**src/design/rts_pkg.sv**
```systemverilog
// ----------------------------------------------------------------------------
// rts_pkg
// shared types and constants for the rgba8 to rgb5a3 tile swizzler
// ----------------------------------------------------------------------------
package rts_pkg;

  localparam int TEXEL_WIDTH   = 16;
  localparam int PIXEL_WIDTH   = 32;
  localparam int CFG_IDX_WIDTH = 2;
  localparam int CFG_WIDTH     = 11;
  localparam int STRIPE_WIDTH  = 9;

  localparam logic [CFG_IDX_WIDTH-1:0] REG_IMAGE_WIDTH  = 2'd0;
  localparam logic [CFG_IDX_WIDTH-1:0] REG_IMAGE_HEIGHT = 2'd1;

  localparam logic REQ_PIXEL = 1'b0;
  localparam logic REQ_FLUSH = 1'b1;

  localparam logic [CFG_WIDTH-1:0] MIN_DIM = 11'd4;

  typedef struct packed {
    logic                   req_type;
    logic [PIXEL_WIDTH-1:0] pixel;
  } rts_in_t;

  typedef struct packed {
    logic [TEXEL_WIDTH-1:0] texel;
    logic                   end_of_image;
  } rts_out_t;

  // stripe hand-off from fill side to drain side
  typedef struct packed {
    logic start;
    logic is_final;
  } rts_stripe_t;

endpackage

```
**src/design/rts_drain.sv**
```systemverilog
// ----------------------------------------------------------------------------
// rts_drain
// tile order read sequencer for the completed stripe bank
// ----------------------------------------------------------------------------
module rts_drain import rts_pkg::*; #(
  parameter int MAX_WIDTH = 1024
) (
  input  logic                           clk,
  input  logic                           rst_n,
  input  logic                           fire,
  input  logic [$clog2(MAX_WIDTH+1)-1:0] eff_width,
  input  logic                           fill_bank,
  input  rts_stripe_t                    stripe,
  output logic                           rd_en,
  output logic [$clog2(8*MAX_WIDTH)-1:0] rd_addr,
  output logic                           res_valid,
  output logic                           res_eoi
);

  localparam int WW = $clog2(MAX_WIDTH + 1);
  localparam int DW = $clog2(4 * MAX_WIDTH);
  localparam int LW = DW + 1;
  localparam int AW = $clog2(8 * MAX_WIDTH);

  logic [DW-1:0] idx_r, idx_nxt;
  logic          pending_r, pending_nxt;
  logic          final_r, final_nxt;

  logic [WW-1:0] tw4;
  logic [LW-1:0] len;
  logic [LW-1:0] idx_ext;
  logic [LW-1:0] idx_inc;
  logic          has_texel;

  always_comb begin
    tw4       = eff_width & ~WW'(3);
    len       = LW'(tw4) << 2;
    idx_ext   = LW'(idx_r);
    idx_inc   = idx_ext + LW'(1);
    has_texel = pending_r && (idx_ext < len);
  end

  // tile column, row within tile, texel within row
  assign rd_addr   = AW'(!fill_bank) * AW'(4 * MAX_WIDTH)
                   + AW'(idx_r[3:2]) * AW'(MAX_WIDTH)
                   + AW'((idx_r >> 4) << 2) + AW'(idx_r[1:0]);
  assign rd_en     = fire && has_texel;
  assign res_valid = fire && has_texel;
  assign res_eoi   = final_r && (idx_inc == len);

  always_comb begin
    idx_nxt     = idx_r;
    pending_nxt = pending_r;
    final_nxt   = final_r;
    if (fire && pending_r) begin
      if (!has_texel) begin
        pending_nxt = 1'b0;
      end else begin
        idx_nxt = idx_inc[DW-1:0];
        if (idx_inc >= len) begin
          pending_nxt = 1'b0;
        end
      end
    end
    if (stripe.start) begin
      pending_nxt = 1'b1;
      idx_nxt     = '0;
      final_nxt   = stripe.is_final;
    end
  end

  always_ff @(posedge clk) begin
    if (!rst_n) begin
      idx_r     <= '0;
      pending_r <= 1'b0;
      final_r   <= 1'b0;
    end else begin
      idx_r     <= idx_nxt;
      pending_r <= pending_nxt;
      final_r   <= final_nxt;
    end
  end

endmodule

```
**config.mk**
```make
export PLATFORM = sky130hd
export DESIGN_NAME = rts_drain
export DESIGN_NICKNAME = d
export VERILOG_FILES = /design/src/design/rts_pkg.sv /design/src/design/rts_drain.sv
export SDC_FILE = /design/constraint.sdc
export NUM_CORES = 1
export LEC_CHECK = 0
export ABC_AREA = 1
export BUFFER_PORTS_ARGS = -buffer_cell sky130_fd_sc_hd__buf_2
export CAP_MARGIN = 5
export CORE_MARGIN = 2
export CORE_UTILIZATION = 47
export CTS_CLUSTER_SIZE = 28
export DETAILED_ROUTE_END_ITERATION = 6
export MAX_ROUTING_LAYER = met4
export PLACE_DENSITY = 0.85
export SYNTH_ARGS = -nofsm -noshare
export SYNTH_HDL_FRONTEND = slang
export SYNTH_SLANG_ARGS = --single-unit
```
**constraint.sdc**
```tcl
create_clock -name clk -period 2.2 [get_ports clk]
set_clock_uncertainty 0.1 [all_clocks]
set_input_delay 0.22 -clock clk [delete_from_list [all_inputs] [get_ports clk]]
set_output_delay 0.22 -clock clk [all_outputs]
set_load 0.02 [all_outputs]
```
; Yosys cells after proc, flatten, opt, wreduce, memory -nomap -nowiden
; Cells that the tools add are included.
[op_classes]
add_sub_neg = 4
n_lt_le_gt_ge = 2
n_eq_ne = 2
n_mux = 4
bitwise = 1
reduce_logical = 9
[op_table]
columns = operator, n
row1 = $add 12x1->13 const B, 1
row2 = $add 13x10->13, 1
row3 = $add 13x12->13, 1
row4 = $add 13x2->13, 1
row5 = $eq 13x13->1, 1
row6 = $ge 13x13->1, 1
row7 = $lt 12x13->1, 1
row8 = $logic_and 1x1->1, 4
row9 = $mux 1, 4
row10 = $reduce_and 2->1, 2
row11 = $ne 3x2->1 const B, 1
row12 = $reduce_bool 2->1, 1
row13 = $reduce_or 2->1, 1
row14 = $logic_not 1->1, 1
row15 = $not 1->1, 1
[totals]
ff_bits = 14
inputBits = 17
word_cells = 25

; Longest topological paths before layout
[depth]
ltp_word = 6
ltp_mapped = 18

; Least setup slack after synthesis
; Ideal clock, no wire load.
[synth_path]
path_type = register to output
start = register idx_r[0]
end = output port res_eoi
arrival_ns = 2.306
required_time_ns = 1.880
path_slack_ns = -0.426
path_stages_with_launch = 14
path_cell_list = dfxtp_1 -> ha_1 -> nand2_1 -> nor3_4 -> nand3_2 -> nor2_1 -> nand2_1 -> nand2_1 -> inv_1 -> ha_1 -> nand2_1 -> nor2_1 -> nand4_1 -> nor2_1
[synth_via]
elab_chain_cells = 3
[synth_rtl]
columns = item, line
row1 = from (decl), rts_drain.sv:25  ; logic [DW-1:0] idx_r, idx_nxt;
row2 = from (signal assigned), rts_drain.sv:78  ; idx_r <= idx_nxt;
row3 = $add 12x1->13, rts_drain.sv:39  ; idx_inc = idx_ext + LW'(1);
row4 = named net idx_inc[10], rts_drain.sv:32  ; logic [LW-1:0] idx_inc;
row5 = $eq 13x13->1, rts_drain.sv:49  ; assign res_eoi = final_r && (idx_inc == len);
row6 = $logic_and 1x1->1, rts_drain.sv:49
row7 = to (decl), rts_drain.sv:17  ; output logic res_eoi
; The timed path passes the listed nets, and every way through them passes these cells.

; Worst setup path after layout
[layout_path]
start = register idx_r[0]
end = output port res_eoi
[layout_via]
elab_chain_cells = 3
[layout_rtl]
columns = item, line
row1 = $add 12x1->13, rts_drain.sv:39
row2 = $eq 13x13->1, rts_drain.sv:49
row3 = $logic_and 1x1->1, rts_drain.sv:49
; Every way passes these cells.

==> impl_metrics.toml <==
[synth]
synth_adder_area_share_pct = 16.8
synth_warnings = 0
synth_top_area_cell = "dfxtp_1"
synth-seq-cells = 14
yosysSeqAreaShare_pct = 22.1
synthTopCellsByArea = "dfxtp_1, ha_1, nand2_1"
synth_compound_area_share_pct = 12.7
synthCells = 185
async_flop_share_pct = 0
synthesis.area_um2 = 1270
synth_top_area_share_pct = 22.1
synthSimpleGateAreaFrac_pct = 30.6
avgSynthCellArea_um2 = 6.86
ys_types = 27
synth.most_common_cell = "nand2_1"
synth_top_flop_cell = "dfxtp_1"
syn_nets = 219
synth_top_family_by_area = "simple AND/OR/NAND/NOR gates"
ys_top_cells_by_count = "nand2_1, inv_1, nor2_1, ha_1, dfxtp_1"
synth_xor_area_share_pct = 5.42
synthMuxAreaShare_pct = 0
synth_edf_count = 0

[detailed_routing]
via_per_inst = 5.02
drcViolationCount = 0
routed_wl_um = 3710
routedWlPerCell_um = 13.1
num_vias = 1422
firstDrtPassIters = 4
drtAntennaViolNets = 0
drt_iter0_markers = 37

[sta]
setup_tns_ps = -1150
hold_violations = 0
max_freq_mhz = 379
finalWorstSetupSlack_ps = -436
rsz0062_at_grt = "yes"
min_period_over_period_pct = 120
worst_pin_slew_ps = 291
layout_min_cycle_time_ps = 2640
slew_viol_final = 0
setup_viol = 5
max_slew_margin_pct = 80.4
fin_hold_ws_ps = 60.4

[floorplan]
die_height_um = 56.0
die_area_um2 = 3130
core_area_um2 = 2520
start_util_pct = 50.3
io_pins = 33
std_cell_rows = 18
die_width_um = 56.0

[outcome]
violations = "setup timing"
outcome = "finished, violations left"

[flow_run]
maxCapViolations = 0

[placed_design]
dp_slack_ps = -289
gp_congestion = 0.874
dp.cells = 265
place_area_um2 = 1650
hpwlAfterDp_um = 2400
io_buffers = 30

[worst_hold_path]
min_path_type = "input pin to register"
hold-path-cell-count = 3

[clock_network]
htreeDepth = 1
clk_pin_slew_ps = 90
clock_path_buffers = 2
root_buffer = "clkbuf_4"
hold_buffers = 0
cts_tree = "yes"
clock_latency_ps = 300
clkSinkCount = 14
numCtsBuffers = 3

[power]
p_leak_nw = 0.992
p_per_area_nw_per_um2 = 311
irDropWorstVdd_uv = 342

[critical_path]
crit_type = "register to output port"
start_kind = "register"
arrival_ps = 2320
worst_r2r_path_depth = 17
critPathMaxFanout = 3
endpoint_kind = "output port"
required_ps = 1880

[cells_and_area]
fillers = 187
syn2layout_area_growth_pct = 52.5
layout-drive-gt1-share_pct = 46.6
antennaDiodeCount = 0
nNetsFinal = 289
fin_area_um2 = 1930
layout.cells.non_filler = 283

[global_routing]
grt_pass1_vias = 1412
grt_pass1_wl_um = 6180
grtUsageTotal_pct = 25.9
grt_max_degree = 13
antenna_found_initial = 0
grt.overflow.total = 0
-- through the flow --
| step | total power [mW] | util, % |
|---|---|---|
| 2_1_floorplan | 0.361 | - |
| 3_3_place_gp | 0.408 | 65.3 |
| 3_5_place_dp | 0.413 | 65.3 |
| 4_1_cts | 0.589 | 73.4 |
| 5_1_grt | 0.634 | 76.7 |
| 6_report | 0.601 | 76.7 |
-- cells by family after synthesis --
family	after synthesis
buf+inv	39
compound gates	30
fa+ha+maj	17
flops	14
simple gates	78
xor+xnor	7
-- flip-flops by register name, summed over array words and instances, names as in the netlist --
name and flops:
pending_r 1, idx_r 12, final_r 1
-- what timing repair did --
action | CTS | global route
pin swaps | 14 | 9
setup endpoints to repair | 4 | 12
setup buffers | 14 | 2
cloned | 0 | 0
endpoints found under the hold margin | 0 | 0
gates resized for setup | 20 | 17
-- worst max-delay path: stages (launching register included) --
cell     delay, ps
dfxtp_4        360
ha_4           150
nand2_4         50
nor3_4         140
nand3_2        140
nor2_1         120
nand2_1        110
buf_6          140
nor2_4         110
ha_4           160
nand2_4         60
nor2_4         110
nand4_1        130
nor2_4         110
buf_6          120
-- final cells by class --
cell class,count,area [µm²],share of cell area (%)
multi-input combinational,132,973,50.3
timing repair buffer,68,473,24.5
sequential,14,293,15.1
tap,30,37.5,1.94
clock buffer,3,22.5,1.16
inverter,36,135,6.99
-- routing by layer --
metal | GRT usage [%] | part of all wire [%] | vias to the layer above
met3 | 3.95 | 4.4 | 7
met1 | 28.8 | 41 | 648
met4 | 8.84 | 1.6 | 0
li1 | - | - | 725
met5 | - | 0 | -
met2 | 46.9 | 53 | 42
-- path summary, 6_finish.rpt --
kind             start        end  slack (ps)
max reg2reg   idx_r[0]  idx_r[10]        -390
max           idx_r[0]    res_eoi        -440
min reg2reg  pending_r  pending_r         390
min              rst_n  pending_r          60
-- power by group --
group	switching, mW	internal (mW)	total, mW
logic	0.100	0.0783	0.179
registers	0.00577	0.260	0.266
clock network	0.0928	0.0639	0.157
total	0.199	0.403	0.601
-- layout by cell type (no fill, tap or decap), types with 2 or more instances in the layout --
cell      instances
nand3_2           3
nor3_4            2
nor2_4            4
dfxtp_1           8
nor2_1           16
xor2_1            6
o21ai_1           5
nor2_2            2
nor3_1            3
buf_4            33
buf_2            27
nand4_1           2
o21ai_2           2
inv_1            32
buf_6             8
clkbuf_4          3
inv_2             4
o21ai_0           9
ha_1             11
dfxtp_2           4
a21oi_2           3
nand2_1          27
nand2_4           2
dfxtp_4           2
a21oi_1          11
nand2_2          10
nand3_1           4
ha_4              6
(Power assumes the default switching activity.)
