**src/design/rts_pkg.sv**
```systemverilog
// ----------------------------------------------------------------------------
// rts_pkg
// shared types and constants for the rgba8 to rgb5a3 tile swizzler
// ----------------------------------------------------------------------------
package rts_pkg;

  localparam int TEXEL_WIDTH   = 16;
  localparam int PIXEL_WIDTH   = 32;
  localparam int CFG_IDX_WIDTH = 2;
  localparam int CFG_WIDTH     = 11;
  localparam int STRIPE_WIDTH  = 9;

  localparam logic [CFG_IDX_WIDTH-1:0] REG_IMAGE_WIDTH  = 2'd0;
  localparam logic [CFG_IDX_WIDTH-1:0] REG_IMAGE_HEIGHT = 2'd1;

  localparam logic REQ_PIXEL = 1'b0;
  localparam logic REQ_FLUSH = 1'b1;

  localparam logic [CFG_WIDTH-1:0] MIN_DIM = 11'd4;

  typedef struct packed {
    logic                   req_type;
    logic [PIXEL_WIDTH-1:0] pixel;
  } rts_in_t;

  typedef struct packed {
    logic [TEXEL_WIDTH-1:0] texel;
    logic                   end_of_image;
  } rts_out_t;

  // stripe hand-off from fill side to drain side
  typedef struct packed {
    logic start;
    logic is_final;
  } rts_stripe_t;

endpackage

```
**src/design/rts_fill.sv**
```systemverilog
// ----------------------------------------------------------------------------
// rts_fill
// pixel to rgb5a3 conversion and raster fill of the ping-pong stripe store
// ----------------------------------------------------------------------------
module rts_fill import rts_pkg::*; #(
  parameter int MAX_WIDTH = 1024
) (
  input  logic                                clk,
  input  logic                                rst_n,
  input  logic                                fire,
  input  logic [PIXEL_WIDTH-1:0]              pixel,
  input  logic [$clog2(MAX_WIDTH+1)-1:0]      eff_width,
  input  logic [CFG_WIDTH-1:0]                image_height,
  output logic                                wr_en,
  output logic [$clog2(8*MAX_WIDTH)-1:0]      wr_addr,
  output logic [TEXEL_WIDTH-1:0]              wr_data,
  output logic                                fill_bank,
  output rts_stripe_t                         stripe
);

  localparam int WW = $clog2(MAX_WIDTH + 1);
  localparam int CW = $clog2(MAX_WIDTH);
  localparam int AW = $clog2(8 * MAX_WIDTH);

  function automatic logic [TEXEL_WIDTH-1:0] to_rgb5a3(input logic [PIXEL_WIDTH-1:0] p);
    logic [7:0] r;
    logic [7:0] g;
    logic [7:0] b;
    logic [7:0] a;
    r = p[7:0];
    g = p[15:8];
    b = p[23:16];
    a = p[31:24];
    if (a[7:5] == 3'b111) begin
      to_rgb5a3 = {1'b1, r[7:3], g[7:3], b[7:3]};
    end else begin
      to_rgb5a3 = {1'b0, a[7:5], r[7:4], g[7:4], b[7:4]};
    end
  endfunction

  logic [CW-1:0]           col_r, col_nxt;
  logic [1:0]              row_r, row_nxt;
  logic [STRIPE_WIDTH-1:0] cnt_r, cnt_nxt;
  logic                    bank_r, bank_nxt;

  logic [CFG_WIDTH-1:0]    eff_h;
  logic [STRIPE_WIDTH-1:0] th;
  logic [1:0]              tail;
  logic [WW-1:0]           tw4;
  logic [WW-1:0]           col_ext;
  logic [2:0]              row_inc;
  logic [STRIPE_WIDTH-1:0] cnt_inc;
  logic                    in_stripes;

  always_comb begin
    eff_h      = (image_height < MIN_DIM) ? MIN_DIM : image_height;
    th         = eff_h[CFG_WIDTH-1:2];
    tail       = eff_h[1:0];
    tw4        = eff_width & ~WW'(3);
    col_ext    = WW'(col_r);
    row_inc    = {1'b0, row_r} + 3'd1;
    cnt_inc    = cnt_r + STRIPE_WIDTH'(1);
    in_stripes = cnt_r < th;
  end

  assign wr_en   = fire && in_stripes && (col_ext < tw4);
  assign wr_addr = AW'(bank_r) * AW'(4 * MAX_WIDTH) + AW'(row_r) * AW'(MAX_WIDTH) + AW'(col_r);
  assign wr_data = to_rgb5a3(pixel);

  always_comb begin
    col_nxt         = col_r;
    row_nxt         = row_r;
    cnt_nxt         = cnt_r;
    bank_nxt        = bank_r;
    stripe.start    = 1'b0;
    stripe.is_final = 1'b0;
    if (fire) begin
      if (col_ext + WW'(1) >= eff_width) begin
        col_nxt = '0;
        if (in_stripes) begin
          if (row_r == 2'd3) begin
            row_nxt         = 2'd0;
            stripe.start    = 1'b1;
            stripe.is_final = (cnt_inc == th);
            bank_nxt        = ~bank_r;
            cnt_nxt         = cnt_inc;
            if (cnt_inc == th && tail == 2'd0) begin
              cnt_nxt = '0;
            end
          end else begin
            row_nxt = row_r + 2'd1;
          end
        end else begin
          // bottom rows below the last full stripe
          if (row_inc >= {1'b0, tail}) begin
            row_nxt = 2'd0;
            cnt_nxt = '0;
          end else begin
            row_nxt = row_inc[1:0];
          end
        end
      end else begin
        col_nxt = col_r + CW'(1);
      end
    end
  end

  always_ff @(posedge clk) begin
    if (!rst_n) begin
      col_r  <= '0;
      row_r  <= '0;
      cnt_r  <= '0;
      bank_r <= 1'b0;
    end else begin
      col_r  <= col_nxt;
      row_r  <= row_nxt;
      cnt_r  <= cnt_nxt;
      bank_r <= bank_nxt;
    end
  end

  assign fill_bank = bank_r;

endmodule

```
**config.mk**
```make
export PLATFORM = sky130hd
export DESIGN_NAME = rts_fill
export DESIGN_NICKNAME = d
export VERILOG_FILES = /design/src/design/rts_pkg.sv /design/src/design/rts_fill.sv
export SDC_FILE = /design/constraint.sdc
export NUM_CORES = 1
export LEC_CHECK = 0
export BUFFER_PORTS_ARGS = -buffer_cell sky130_fd_sc_hd__buf_2
export CAP_MARGIN = 20
export CORE_ASPECT_RATIO = 0.9
export CORE_MARGIN = 2
export CORE_UTILIZATION = 54
export CTS_CLUSTER_SIZE = 40
export DETAILED_ROUTE_END_ITERATION = 8
export PLACE_DENSITY_LB_ADDON = 0.08
export SYNTH_ARGS = -nofsm -noshare
export SYNTH_HDL_FRONTEND = slang
export SYNTH_SLANG_ARGS = --single-unit
```
**constraint.sdc**
```tcl
create_clock -name clk -period 8.9 [get_ports clk]
set_input_delay 0.89 -clock clk [delete_from_list [all_inputs] [get_ports clk]]
set_output_delay 0.89 -clock clk [all_outputs]
set_load 0.005 [all_outputs]
```
== After elaboration in Yosys (flattened, before gate mapping) ==
Index checks and enable logic that the tools add are counted.

* Register bits: 22
* Output and inout bits: 33

* $add $sub $neg: 7
* Order comparisons: 5
* Eq/ne operators: 4
* Mux-type cells: 14
* Bitwise logic cells: 1
* Reductions and logical operators: 8

{| class="wikitable"
|+ Operators by type and width
! kind !! number
|-
| 2-to-1 mux 9 bit || 4
|-
| 2-to-1 mux 16 bit || 1
|-
| 2-to-1 mux 2 bit || 7
|-
| adder 13 x 10 -> 13 bit || 1
|-
| adder 13 x 12 -> 13 bit || 1
|-
| adder 10 x 1 -> 11 bit (second input constant) || 1
|-
| greater-or-equal comparator 11 bit || 1
|-
| less-than comparator 10 x 11 -> 1 bit || 1
|-
| less-than comparator 11 x 3 -> 1 bit (second input constant) || 1
|-
| 2-to-1 mux 11 bit || 1
|-
| adder 10 x 1 -> 10 bit (second input constant) || 1
|-
| 2-to-1 mux 10 bit || 1
|-
| adder 9 x 1 -> 9 bit (second input constant) || 1
|-
| == test 9 bit || 1
|-
| less-than comparator 9 bit || 1
|-
| AND reduction 4 bit || 2
|-
| adder 2 x 1 -> 3 bit (second input constant) || 1
|-
| == test 3 bit (second input constant) || 1
|-
| greater-or-equal comparator 3 x 2 -> 1 bit || 1
|-
| logical AND 1 bit || 3
|-
| adder 2 x 1 -> 2 bit (second input constant) || 1
|-
| == test 2 bit (second input constant) || 1
|-
| zero test 2 bit || 1
|-
| != test 2 x 1 -> 1 bit (second input constant) || 1
|-
| 3 further kinds || 3
|}

== Depth between registers and ports, before layout ==
* Depth after elaboration: 7
* Gate-level depth with buffers: 15
* Gate-level depth less buffers: 14

== Worst setup path after synthesis ==
OpenSTA, ideal clock, no wires.

* Kind: reg2out
* From: register col_r[0]
* To: output stripe[0] (netlist bit)
* Arrival: 2740 ps
* Slack: 5270 ps
* Stages on the path, launching flop included: 12
* Buffers on the path: 0
* Cell sequence: dfxtp_1 -> ha_1 -> nand3_1 -> or2_2 -> xnor2_1 -> ha_1 -> a211oi_1 -> o221ai_1 -> a221o_1 -> a31oi_2 -> nand3b_2 -> nor3b_1

{| class="wikitable"
|+ RTL lines
! element !! line !! source
|-
| start: declaration || rts_fill.sv:41 || <nowiki>logic [CW-1:0] col_r, col_nxt;</nowiki>
|-
| start signal: assignment || rts_fill.sv:115 || <nowiki>col_r <= col_nxt;</nowiki>
|-
| end: declaration || rts_fill.sv:18 || <nowiki>output rts_stripe_t stripe</nowiki>
|}

==> qor.csv <==
stage;metric;value;unit
status;status;completed;
worst_setup_path;cp_slowest_cell;a31oi_2;
logic_synthesis;synth_cell_type_count;61;
power_and_ir_drop;fin_total_pwr;0.219;mW
clock_tree;cts_root_buffer;clkbuf_8;
floorplan;die_width;75.0;µm
global_route;grt_start_max_net_pins;17;
finish;layout_common_cells;75 x buf_2, 32 x nand2_1, 31 x ha_1, 26 x inv_1, 25 x nor2_1;
sta;hold_viol_final;0;
placed_design;dpl.hpwl;4610;µm
clock_tree;numClockSinks;22;
sta;final-setup-viol-count;0;
worst_setup_path;crit_arrival;3.89;ns
floorplan;dieArea;5090;µm²
sta;rsz0062_at_grt;false;
worst_setup_path;startpoint_type;flop;
clock_tree;cts_setup_buffers;0;
finish;final_common_cell;buf_2;
logic_synthesis;synth.cell_area;2450;µm²
worst_setup_path;crit_path_cell_trace;ha_1 > nand3_1 > or2_2 > xnor2_1 > ha_1 > a211oi_1 > o221ai_1 > a221o_1 > a31oi_2 > nand3b_2 > nor3b_1 > buf_2;
detailed_routing;finalWirelength;5670;µm
hold_path;hold_path.class;reg -> reg;
clock_tree;clockBufferDepth;2;
sta;fin_ws;4.12;ns
worst_setup_path;crit_path_end_kind;output pin;
power_and_ir_drop;leakagePower;1.44;nW
power_and_ir_drop;powerDensity;76.1;nW/µm²
logic_synthesis;synthArstFlopShare;0;%
detailed_routing;firstDrtPassIters;5;
logic_synthesis;ys_ff_latch;22;
finish;nFillCells;412;
clock_tree;h-tree-depth;1;
placed_design;gp_congestion;0.857;
worst_setup_path;cp_top_family;compound AO/OA/AOI/OAI gates;
hold_path;min_from;col_r[1];
worst_setup_path;crit_top_cell;ha_1;
logic_synthesis;synth_ff_type;dfxtp_1;
detailed_routing;post-route-drc-count;0;
global_route;antenna_found_initial;0;
detailed_routing;ant_nets;0;
worst_setup_path;crit_buf_inv;1;
finish;nets;474;
global_route;grt_usage;22.6;%
finish;diodes;0;
finish;post-route-util;65.2;%
placed_design;dp_worst_setup_slack;4.44;ns
logic_synthesis;synth_cells;317;
sta;tns;0;ns
global_route;grt_pass1_wl;9230;µm
logic_synthesis;synth_area_per_cell;7.72;µm²
floorplan;ios;90;
placed_design;numPortBuffers;75;
floorplan;die_y;67.9;µm
floorplan;start_util;55.6;%
finish;drive_gt1_share;27.9;%
sta;drv_slew;0;
detailed_routing;vias;2490;
worst_setup_path;max_stage_delay;0.56;ns
floorplan;core;4400;µm²
sta;fin_crit;4.78;ns
global_route;grt_overflow;0;
job;max-cap-violations;0;
detailed_routing;drt_iter0_drc;157;
power_and_ir_drop;ir_worst_vdd;0.0860;mV
logic_synthesis;synth_edf_count;0;
floorplan;rows;23;
worst_setup_path;path_class;reg -> out;
worst_setup_path;worst_ep_required_time;8.01;ns
clock_tree;cts_resized;0;
clock_tree;cts_buffers;3;
global_route;first_global_vias;2087;
logic_synthesis;synth_fp_nets;406;
detailed_routing;route.detailed.wl_per_inst;12.7;µm
sta;worst_pin_slew;0.640;ns
detailed_routing;via_per_inst;5.58;
clock_tree;cts_tree;built;
worst_setup_path;cp_max_fo;12;
worst_setup_path;r2r-start;col_r[0];
clock_tree;insertion_delay;0.26;ns
logic_synthesis;ys_seq_area_share;18.0;%
clock_tree;cts.clk_slew.worst_paths;0.07;ns
clock_tree;hold_buffers;0;
sta;fin_crit_sh;53.8;%
worst_setup_path;startpoint;col_r[0];
sta;slew-limit-headroom;57.2;%
sta;timing.fmax;209;MHz
finish;area_growth_syn_to_layout;17.3;%
sta;fin_worst_skew;0.00346;ns
logic_synthesis;yosysWarnings;0;
==> per-stage QoR <==
stage	hold WS (ns)	instances	instance area (µm²)
after detailed placement	0.513	442	2820
after floorplan	0.486	317	2450
after CTS	0.527	446	2870
after global routing	0.574	446	2870
after global placement	0.506	442	2820
final	0.522	446	2870
==> final cells by class <==
class | count | area [µm²] | share of cell area [%]
clock buffer | 4 | 55.1 | 1.92
inverter | 26 | 97.6 | 3.40
multi-input combinational | 257 | 1830 | 63.6
sequential | 22 | 440 | 15.3
tap | 62 | 77.6 | 2.70
timing repair buffer | 75 | 375 | 13.1
==> flip-flops by register name (all words and copies together), names as in the netlist <==
register / count
row_r: 2
cnt_r: 9
fill_bank: 1
col_r: 10
==> power by group <==
part / switching, mW / leakage (nW) / total [mW] / internal, mW
combinational: 0.0236 / 1.24 / 0.0480 / 0.0244
sequential: 0.00106 / 0.178 / 0.100 / 0.0990
clock: 0.0311 / 0.0288 / 0.0705 / 0.0394
total: 0.0558 / 1.44 / 0.219 / 0.163
==> worst min-delay path, stage by stage (launching register included) <==
cell and delay [ns]:
dfxtp_1 0.34, nand2b_1 0.08, a21oi_1 0.05
==> cell usage after synthesis (all sizes together), types with 3 or more instances <==
library cell   n  area share [%]
mux2          13             6.0
nand4          7             1.8
xnor2         10             3.6
inv           26             4.0
a21o           4             1.2
nand3         17             3.7
and2           3            0.77
nand2         33             5.2
nand2b         7             1.8
xor2           9             3.5
ha            31              16
nor2          26             4.3
nor3          14             2.9
a21oi         17             3.5
nand3b         4             1.4
dfxtp         22              18
a31oi          9             2.6
buf            8             2.4
and3           3            0.82
o211ai         4             1.2
o21a           5             1.5
clkbuf         4             1.1
o21ai          9             2.0
==> kinds of logic after synthesis <==
| group | after synthesis | synth area share, % |
|---|---|---|
| xor gates and xnor gates | 19 | 7.10 |
| AOI/OAI and AO/OA | 66 | 18.2 |
| muxes | 13 | 5.98 |
| DFF | 22 | 18.0 |
| adders and majority gates | 32 | 16.7 |
| buffers and inverters | 38 | 7.46 |
| and+or+nand+nor | 127 | 26.6 |
==> path summary, 6_finish.rpt <==
check,to,slack (ns),depth (start not counted)
setup / recovery,stripe[0],4.12,12
hold / removal,col_r[1],0.52,2
setup reg to reg,cnt_r[7],4.98,13
hold reg to reg,col_r[1],0.52,2
==> routing by layer <==
layer | global-route usage (%) | up-vias | wire length, µm
met3 | 3.39 | 2 | 390
li1 | - | 1275 | -
met2 | 36.5 | 88 | 2510
met1 | 32.8 | 1125 | 2760
met4 | 2.68 | 0 | 17
met5 | 0 | - | 0
No activity file was read; power rests on OpenSTA's default activity.
